## src/rtl/rgbhsv_pkg.sv

```systemverilog
// shared types, constants and the divider step for the rgb to hsv converter
package rgbhsv_pkg;

    localparam int SAT_FRAC_BITS_DEF = 16;

    localparam int CHAN_W   = 8;
    localparam int HUE_W    = 9;
    localparam int SAT_W    = 17;
    localparam int HUE_NUM_W = 14;
    localparam int HUE_Q_W  = 6;

    localparam logic [HUE_W-1:0] HUE_RED   = 9'd0;
    localparam logic [HUE_W-1:0] HUE_GREEN = 9'd120;
    localparam logic [HUE_W-1:0] HUE_BLUE  = 9'd240;
    localparam logic [HUE_W-1:0] HUE_FULL  = 9'd360;
    localparam logic [HUE_NUM_W-1:0] HUE_SCALE = 14'd60;
    localparam logic [SAT_W-1:0] SAT_MAX   = 17'h1FFFF;

    typedef struct packed {
        logic [CHAN_W-1:0] red_in;
        logic [CHAN_W-1:0] green_in;
        logic [CHAN_W-1:0] blue_in;
    } t_pixel;

    typedef struct packed {
        logic [HUE_W-1:0]  hue_deg;
        logic [SAT_W-1:0]  saturation_frac;
        logic [CHAN_W-1:0] value_level;
    } t_hsv;

    typedef struct packed {
        logic              q;
        logic [CHAN_W-1:0] rem;
    } t_div_step;

    // one restoring step: shift in a dividend bit, subtract the divisor if it fits
    function automatic t_div_step div_step(input logic [CHAN_W-1:0] rem,
                                           input logic              din,
                                           input logic [CHAN_W-1:0] dvsr);
        logic [CHAN_W:0] trial;
        logic [CHAN_W:0] diff;
        t_div_step       res;
        trial = {rem, din};
        diff  = trial - {1'b0, dvsr};
        if (trial >= {1'b0, dvsr}) begin
            res.q   = 1'b1;
            res.rem = diff[CHAN_W-1:0];
        end else begin
            res.q   = 1'b0;
            res.rem = trial[CHAN_W-1:0];
        end
        return res;
    endfunction

endpackage

```

## src/rtl/rgb_to_hsv_convert_core.sv

```systemverilog
// rgb to hsv converter: input stage, setup stage, divider stages, output register
//
// Takes one rgb pixel per clock while o_stall is low and returns hue (whole degrees,
// floored), saturation (delta/max with SAT_FRAC_BITS fraction bits, truncated, clamped
// to 17 bits) and value. Sustained rate is one item per cycle while i_stall is low; the
// saturation divider resolves one quotient bit per pipeline stage, and the hue quotient
// (six bits) is resolved in the first six of those stages. Each stage moves whenever the
// stage after it is empty or moving, so bubbles close up under i_stall.
module rgb_to_hsv_convert_core #(
    parameter int SAT_FRAC_BITS = rgbhsv_pkg::SAT_FRAC_BITS_DEF
) (
    input  logic               i_clk,
    input  logic               i_rst_n,
    input  logic               i_valid,
    output logic               o_stall,
    input  rgbhsv_pkg::t_pixel i_pixel,
    output logic               o_valid,
    input  logic               i_stall,
    output rgbhsv_pkg::t_hsv   o_hsv
);
    import rgbhsv_pkg::*;

    localparam int QW   = SAT_FRAC_BITS + 1;
    localparam int NDIV = QW;
    localparam int WIDE = (QW > SAT_W) ? QW : SAT_W;

    // input stage
    logic   r_in_v;
    t_pixel r_in;
    logic   in_rdy;

    // setup stage
    logic                   r_pre_v;
    logic [CHAN_W-1:0]      r_pre_mx;
    logic [CHAN_W-1:0]      r_pre_dl;
    logic [HUE_NUM_W-1:0]   r_pre_hnum;
    logic [HUE_W-1:0]       r_pre_hbase;
    logic                   r_pre_hneg;
    logic                   pre_rdy;

    logic [CHAN_W-1:0]      n_mx;
    logic [CHAN_W-1:0]      n_mn;
    logic [CHAN_W-1:0]      n_dl;
    logic [CHAN_W-1:0]      n_pa;
    logic [CHAN_W-1:0]      n_pb;
    logic [CHAN_W-1:0]      n_mag;
    logic                   n_hneg;
    logic [HUE_W-1:0]       n_hbase;
    logic [HUE_NUM_W-1:0]   n_hnum;

    // divider stages
    logic                   r_dv_v    [NDIV];
    logic [CHAN_W-1:0]      r_dv_mx   [NDIV];
    logic [CHAN_W-1:0]      r_dv_dl   [NDIV];
    logic [CHAN_W-1:0]      r_dv_srem [NDIV];
    logic [QW-1:0]          r_dv_squo [NDIV];
    logic [HUE_NUM_W-1:0]   r_dv_hnum [NDIV];
    logic [CHAN_W-1:0]      r_dv_hrem [NDIV];
    logic [HUE_Q_W-1:0]     r_dv_hquo [NDIV];
    logic [HUE_W-1:0]       r_dv_hbase[NDIV];
    logic                   r_dv_hneg [NDIV];
    logic                   dv_rdy    [NDIV];

    // output register
    logic                   r_out_v;
    t_hsv                   r_out;
    logic                   out_rdy;
    t_hsv                   n_out;
    logic [WIDE-1:0]        n_sat_wide;

    // ready chain, back to front
    assign out_rdy = !r_out_v || !i_stall;
    assign dv_rdy[NDIV-1] = !r_dv_v[NDIV-1] || out_rdy;
    genvar k;
    generate
        for (k = 0; k < NDIV - 1; k++) begin : g_rdy
            assign dv_rdy[k] = !r_dv_v[k] || dv_rdy[k+1];
        end
    endgenerate
    assign pre_rdy = !r_pre_v || dv_rdy[0];
    assign in_rdy  = !r_in_v || pre_rdy;
    assign o_stall = !in_rdy;

    // input stage
    always_ff @(posedge i_clk) begin
        if (!i_rst_n) begin
            r_in_v <= 1'b0;
        end else if (in_rdy) begin
            r_in_v <= i_valid;
        end
    end

    always_ff @(posedge i_clk) begin
        if (in_rdy) begin
            r_in <= i_pixel;
        end
    end

    // setup: max, min, dominant channel and the hue dividend
    always_comb begin
        n_mx = r_in.red_in;
        n_mn = r_in.red_in;
        if (r_in.green_in > n_mx) n_mx = r_in.green_in;
        if (r_in.blue_in > n_mx)  n_mx = r_in.blue_in;
        if (r_in.green_in < n_mn) n_mn = r_in.green_in;
        if (r_in.blue_in < n_mn)  n_mn = r_in.blue_in;
        n_dl = n_mx - n_mn;

        if (n_mx == r_in.red_in) begin
            n_pa    = r_in.green_in;
            n_pb    = r_in.blue_in;
            n_hbase = HUE_RED;
        end else if (n_mx == r_in.green_in) begin
            n_pa    = r_in.blue_in;
            n_pb    = r_in.red_in;
            n_hbase = HUE_GREEN;
        end else begin
            n_pa    = r_in.red_in;
            n_pb    = r_in.green_in;
            n_hbase = HUE_BLUE;
        end

        n_hneg = n_pa < n_pb;
        n_mag  = n_hneg ? (n_pb - n_pa) : (n_pa - n_pb);
        n_hnum = HUE_NUM_W'(n_mag) * HUE_SCALE;
        // negative offset uses the ceiling, so round the dividend up
        if (n_hneg) begin
            n_hnum = n_hnum + HUE_NUM_W'(n_dl - 8'd1);
            if (n_hbase == HUE_RED) n_hbase = HUE_FULL;
        end
    end

    always_ff @(posedge i_clk) begin
        if (!i_rst_n) begin
            r_pre_v <= 1'b0;
        end else if (pre_rdy) begin
            r_pre_v <= r_in_v;
        end
    end

    always_ff @(posedge i_clk) begin
        if (pre_rdy) begin
            r_pre_mx    <= n_mx;
            r_pre_dl    <= n_dl;
            r_pre_hnum  <= n_hnum;
            r_pre_hbase <= n_hbase;
            r_pre_hneg  <= n_hneg;
        end
    end

    // one saturation quotient bit per stage, and one hue quotient bit in each of the first HUE_Q_W stages
    generate
        for (k = 0; k < NDIV; k++) begin : g_div
            logic                 src_v;
            logic [CHAN_W-1:0]    src_mx;
            logic [CHAN_W-1:0]    src_dl;
            logic [CHAN_W-1:0]    src_srem;
            logic [QW-1:0]        src_squo;
            logic [HUE_NUM_W-1:0] src_hnum;
            logic [CHAN_W-1:0]    src_hrem;
            logic [HUE_Q_W-1:0]   src_hquo;
            logic [HUE_W-1:0]     src_hbase;
            logic                 src_hneg;
            t_div_step            sstep;
            logic [CHAN_W-1:0]    n_hrem;
            logic [HUE_Q_W-1:0]   n_hquo;
            logic [QW-1:0]        n_squo;

            if (k == 0) begin : g_first
                // dividend bits above the quotient range seed the remainders
                assign src_v     = r_pre_v;
                assign src_mx    = r_pre_mx;
                assign src_dl    = r_pre_dl;
                assign src_srem  = {1'b0, r_pre_dl[CHAN_W-1:1]};
                assign src_squo  = '0;
                assign src_hnum  = r_pre_hnum;
                assign src_hrem  = r_pre_hnum[HUE_NUM_W-1:HUE_Q_W];
                assign src_hquo  = '0;
                assign src_hbase = r_pre_hbase;
                assign src_hneg  = r_pre_hneg;
            end else begin : g_next
                assign src_v     = r_dv_v[k-1];
                assign src_mx    = r_dv_mx[k-1];
                assign src_dl    = r_dv_dl[k-1];
                assign src_srem  = r_dv_srem[k-1];
                assign src_squo  = r_dv_squo[k-1];
                assign src_hnum  = r_dv_hnum[k-1];
                assign src_hrem  = r_dv_hrem[k-1];
                assign src_hquo  = r_dv_hquo[k-1];
                assign src_hbase = r_dv_hbase[k-1];
                assign src_hneg  = r_dv_hneg[k-1];
            end

            // saturation dividend is delta shifted up: only the first stage takes a dividend bit that can be nonzero
            if (k == 0) begin : g_sbit_d
                assign sstep = div_step(src_srem, src_dl[0], src_mx);
            end else begin : g_sbit_z
                assign sstep = div_step(src_srem, 1'b0, src_mx);
            end

            always_comb begin
                n_squo = src_squo;
                n_squo[QW-1-k] = sstep.q;
            end

            if (k < HUE_Q_W) begin : g_hue
                t_div_step hstep;
                assign hstep = div_step(src_hrem, src_hnum[HUE_Q_W-1-k], src_dl);
                always_comb begin
                    n_hrem = hstep.rem;
                    n_hquo = src_hquo;
                    n_hquo[HUE_Q_W-1-k] = hstep.q;
                end
            end else begin : g_hue_hold
                assign n_hrem = src_hrem;
                assign n_hquo = src_hquo;
            end

            always_ff @(posedge i_clk) begin
                if (!i_rst_n) begin
                    r_dv_v[k] <= 1'b0;
                end else if (dv_rdy[k]) begin
                    r_dv_v[k] <= src_v;
                end
            end

            always_ff @(posedge i_clk) begin
                if (dv_rdy[k]) begin
                    r_dv_mx[k]    <= src_mx;
                    r_dv_dl[k]    <= src_dl;
                    r_dv_srem[k]  <= sstep.rem;
                    r_dv_squo[k]  <= n_squo;
                    r_dv_hnum[k]  <= src_hnum;
                    r_dv_hrem[k]  <= n_hrem;
                    r_dv_hquo[k]  <= n_hquo;
                    r_dv_hbase[k] <= src_hbase;
                    r_dv_hneg[k]  <= src_hneg;
                end
            end
        end
    endgenerate

    // final hue offset, saturation clamp, black and grey
    always_comb begin
        n_sat_wide = WIDE'(r_dv_squo[NDIV-1]);
        if (n_sat_wide > WIDE'(SAT_MAX)) n_sat_wide = WIDE'(SAT_MAX);

        n_out.value_level = r_dv_mx[NDIV-1];
        if (r_dv_mx[NDIV-1] == '0) begin
            n_out.saturation_frac = '0;
        end else begin
            n_out.saturation_frac = n_sat_wide[SAT_W-1:0];
        end

        if (r_dv_dl[NDIV-1] == '0) begin
            n_out.hue_deg = '0;
        end else if (r_dv_hneg[NDIV-1]) begin
            n_out.hue_deg = r_dv_hbase[NDIV-1] - HUE_W'(r_dv_hquo[NDIV-1]);
        end else begin
            n_out.hue_deg = r_dv_hbase[NDIV-1] + HUE_W'(r_dv_hquo[NDIV-1]);
        end
    end

    always_ff @(posedge i_clk) begin
        if (!i_rst_n) begin
            r_out_v <= 1'b0;
        end else if (out_rdy) begin
            r_out_v <= r_dv_v[NDIV-1];
        end
    end

    always_ff @(posedge i_clk) begin
        if (out_rdy) begin
            r_out <= n_out;
        end
    end

    assign o_valid = r_out_v;
    assign o_hsv   = r_out;

    // black item carries no hue and no saturation
    a_black_zero: assert property (@(posedge i_clk) disable iff (!i_rst_n)
        (o_valid && o_hsv.value_level == '0) |->
            (o_hsv.hue_deg == '0 && o_hsv.saturation_frac == '0))
        else $error("black item with nonzero hue or saturation");

    a_hue_range: assert property (@(posedge i_clk) disable iff (!i_rst_n)
        o_valid |-> (o_hsv.hue_deg < HUE_FULL))
        else $error("hue out of range");

    // any colored item has delta and max nonzero, so saturation is at least one lsb
    a_hue_needs_sat: assert property (@(posedge i_clk) disable iff (!i_rst_n)
        (o_valid && o_hsv.hue_deg != '0) |-> (o_hsv.saturation_frac != '0))
        else $error("nonzero hue with zero saturation");

    // empty input and setup stages never hold off the input
    a_empty_ready: assert property (@(posedge i_clk) disable iff (!i_rst_n)
        (!r_in_v && !r_pre_v) |-> !o_stall)
        else $error("input stalled while front stages empty");

endmodule

```

## config.mk

```make
export PLATFORM = sky130hd
export DESIGN_NAME = rgb_to_hsv_convert_core
export DESIGN_NICKNAME = d
export VERILOG_FILES = /design/src/rtl/rgbhsv_pkg.sv /design/src/rtl/rgb_to_hsv_convert_core.sv
export SDC_FILE = /design/constraint.sdc
export NUM_CORES = 1
export LEC_CHECK = 0
export BUFFER_PORTS_ARGS = -buffer_cell sky130_fd_sc_hd__buf_4
export CORE_MARGIN = 2
export CORE_UTILIZATION = 40
export DETAILED_ROUTE_END_ITERATION = 10
export GPL_ROUTABILITY_DRIVEN = 0
export PLACE_DENSITY_LB_ADDON = 0.2
export SLEW_MARGIN = 10
export SYNTH_ARGS = -nofsm -noshare
export SYNTH_HDL_FRONTEND = slang
export SYNTH_SLANG_ARGS = --single-unit
```

## constraint.sdc

```tcl
create_clock -name i_clk -period 12.8 [get_ports i_clk]
set_input_delay 0 -clock i_clk [delete_from_list [all_inputs] [get_ports i_clk]]
set_output_delay 0 -clock i_clk [all_outputs]
set_load 0.02 [all_outputs]
```

==> run_results.csv <==
group,metric,value,unit
status,status,"finished clean",
place,place_inst,4405,
setup_path,crit_path_frequent_cell,"ha_1",
routing,drc_errors,0,
cts,clock_path_buffers,3,
cts,h-tree-depth,3,
hold_path,min_to,"r_in[1]",
sta,tightest_slew,1.141,ns
yosys,synth_area,41100,um2
floorplanning,die_w,324.6,um
setup_path,cpPeakStageDelay,0.60,ns
cts,cts_sinks,911,
setup_path,cp_max_fo,21,
job,max_cap_viol_count,0,
sta,clock-skew-final,0.02021,ns
yosys,synth_edf_count,907,
setup_path,critPathRequiredTime,13.18,ns
cts,clk_pin_slew,0.06,ns
finish,instances_no_fill,4610,
hold_path,hp-start,"i_pixel[1]",
finish,drive_above_1_share,8.081,%
finish,num-fill-cells,8967,
yosys,yosysSeqAreaShare,66.46,%
setup_path,r2r_end,"g_div[0].src_hnum[13]",
sta,fmax,83.10,MHz
cts,clk_latency,0.65,ns
cts,cts_tree,"built",
floorplanning,core.rowCount,117,
finish,insertedDiodeCount,0,
routing,drt_pass1_iterations,6,
sta,relSlewSlack,23.65,%
setup_path,rr_startpoint,"r_in[8]",
yosys,synthTopCellsByArea,"edfxtp_1, ha_1, inv_1, o21ai_0, fa_1",
yosys,synth_flop_cell,"edfxtp_1",
cts,cts_buffers,96,
sta,drv_slew,0,
routing,drtAntennaViolNets,0,
setup_path,r2r_cells,47,
sta,setup_viol,0,
grt,grt_max_degree,54,
yosys,syn_nets,3339,
setup_path,cpMaxStageDelayCell,"or4_4",
floorplanning,die_y,324.6,um
routing,drt_iter0_markers,1277,
yosys,avgSynthCellArea,13.65,um2
finish,nets,3490,
routing,vias,22640,
setup_path,start_kind,"flop",
floorplanning,coreArea,101900,um2
floorplanning,dieArea,105300,um2
grt,antenna_found_initial,1,
sta,whs,0.08134,ns
cts,post_cts_buffers,0,
yosys,synth_cell_types,62,
grt,overflow,0,
yosys,syn_inst,3012,
yosys,ys_warn_count,0,
grt,grt_use_total,13.26,%
sta,min_period,12.03,ns
routing,drt-wirelength-per-cell,15.07,um
finish,areaGrowthSynthToFinish,13.59,%
yosys,ys_async_sr_fraction,0,%
yosys,yosysTopAreaCell,"edfxtp_1",
grt,grt_first_pass_wirelength,116100,um
setup_path,worstSetupPathType,"flop to flop",
setup_path,r2r_setup_slack,0.77,ns
finish,multiInputGateArea,12090,um2
grt,grt_pass1_vias,23300,
sta,finalCritPeriodShare,94.01,%
setup_path,crit_family,"compound AO/OA/AOI/OAI gates",
floorplanning,start_util,40.34,%
hold_path,holdPathStages,2,
yosys,synthTopCellsByCount,"edfxtp_1, inv_1, ha_1, o21ai_0, nand2_1",
routing,finalWirelength,69470,um
place,dp_hpwl,50860,um
floorplanning,io_pins,64,
setup_path,cp.arrival,12.41,ns
sta,hold_viol_final,0,
yosys,synth-seq-cells,911,
finish,seq_area,27320,um2
cts,clockRootBuffer,"clkbuf_16",
routing,vias_per_cell,4.912,
yosys,yosys.area.top_type_share,66.27,%
setup_path,crit_buf_inv,5,
hold_path,hp-class,"input pin to flop",
place,portBuffers,63,
yosys,yosysMostFrequentCell,"edfxtp_1",
setup_path,worstSetupEndpointType,"flop",
==> through the flow <==
step / cell area (um2) / utilization (%) / setup TNS (ns) / setup WS, ns
after floorplan: 41100 / - / 0 / 2.635
after global placement: 43180 / 42.38 / 0 / 0.9439
after detailed placement: 43180 / 42.38 / 0 / 0.4917
after CTS: 46670 / 45.81 / 0 / 0.4576
after global routing: 46680 / 45.82 / -0.02102 / -0.02102
final: 46680 / 45.82 / 0 / 0.7663
==> worst max path at each step <==
stage	slack [ns]	cells past startpoint	startpoint	endpoint
floorplan	2.63	51	r_in[20]	g_div[0].src_hnum[13]
global placement	0.94	45	r_in[13]	g_div[0].src_hnum[13]
detailed placement	0.49	45	r_in[13]	g_div[0].src_hnum[13]
CTS	0.46	47	r_in[8]	g_div[0].src_hnum[13]
global route	-0.02	46	r_in[8]	g_div[0].src_hnum[13]
finish	0.77	47	r_in[8]	g_div[0].src_hnum[13]
==> state kept, by name (all words and copies together), names as in the netlist, 5 cells and up <==
name             cells
r_dv_hbase          85
r_dv_mx            136
g_div.src_dl         8
r_dv_hneg           17
r_dv_v              17
g_div.src_mx         8
r_dv_dl            136
r_dv_hquo           87
r_dv_hrem           40
g_div.src_hnum      14
r_dv_srem          128
r_dv_squo          153
r_dv_hnum           15
r_in                24
g_div.src_hbase      5
o_hsv               34
==> kinds of logic (layout without fill, tap and decap cells) <==
group | Yosys count | after routing | share of synthesized area [%]
buffers and inverters | 451 | 681 | 4.222
AND/OR/NAND/NOR | 613 | 613 | 7.029
AO/OA/AOI/OAI | 547 | 547 | 8.165
multiplexers | 65 | 65 | 1.677
XOR/XNOR | 126 | 126 | 2.685
flip-flops | 911 | 911 | 66.46
adder cells (fa/ha/maj) | 299 | 299 | 9.760
==> cells in the final DEF (no fill, tap or decap), types with 6 or more instances in the layout <==
cell type      count
edfxtp_1         907
inv_1            396
ha_1             263
o21ai_0          215
nand2_1          184
nor2_1           172
a21oi_1          110
clkbuf_16         96
buf_4             76
xor2_1            64
xnor2_1           62
and3_1            47
a21o_1            44
o31ai_1           42
nor2b_1           41
a21boi_0          39
mux2i_1           37
fa_1              36
nand3_1           35
nand4_1           35
dlygate4sd3_1     28
and2_1            24
clkinv_1          22
a311oi_1          21
nand2b_1          20
o21bai_1          19
mux2_2            18
clkbuf_1          17
nor3_1            16
clkinv_2          16
bufinv_16         13
mux2_1             9
o21a_1             8
a221oi_1           8
a211oi_1           7
or2_2              6
or3_1              6
nand2_2            6
==> layer usage <==
metal  vias up  part of all wire, %  global-route usage [%]  routed length, um
met1     10930                   41                   15.18              28250
met5         -                    0                       0                  0
met3       148                  3.7                   2.272               2541
met2       406                   53                   24.73              36600
met4         0                  3.0                   4.700               2089
li1      11160                    -                       -                  -
==> what timing repair did <==
action | in CTS | in global routing
hold buffers | 28 | 0
setup endpoints to repair | 0 | 3
hold endpoints to repair | 51 | 0
resized for setup | 0 | 4
==> final cells by class <==
type                       instances  area share, %
clock buffer                     113          5.282
clock inverter                    64          1.597
inverter                         400          3.216
multi-input combinational       1650          25.90
sequential                       911          58.51
tap                             1368          3.666
timing repair buffer             104          1.822
Power is left out: the tool's default activity adds up to more than one toggle a clock period on the data nets, which glitch-free logic cannot reach.
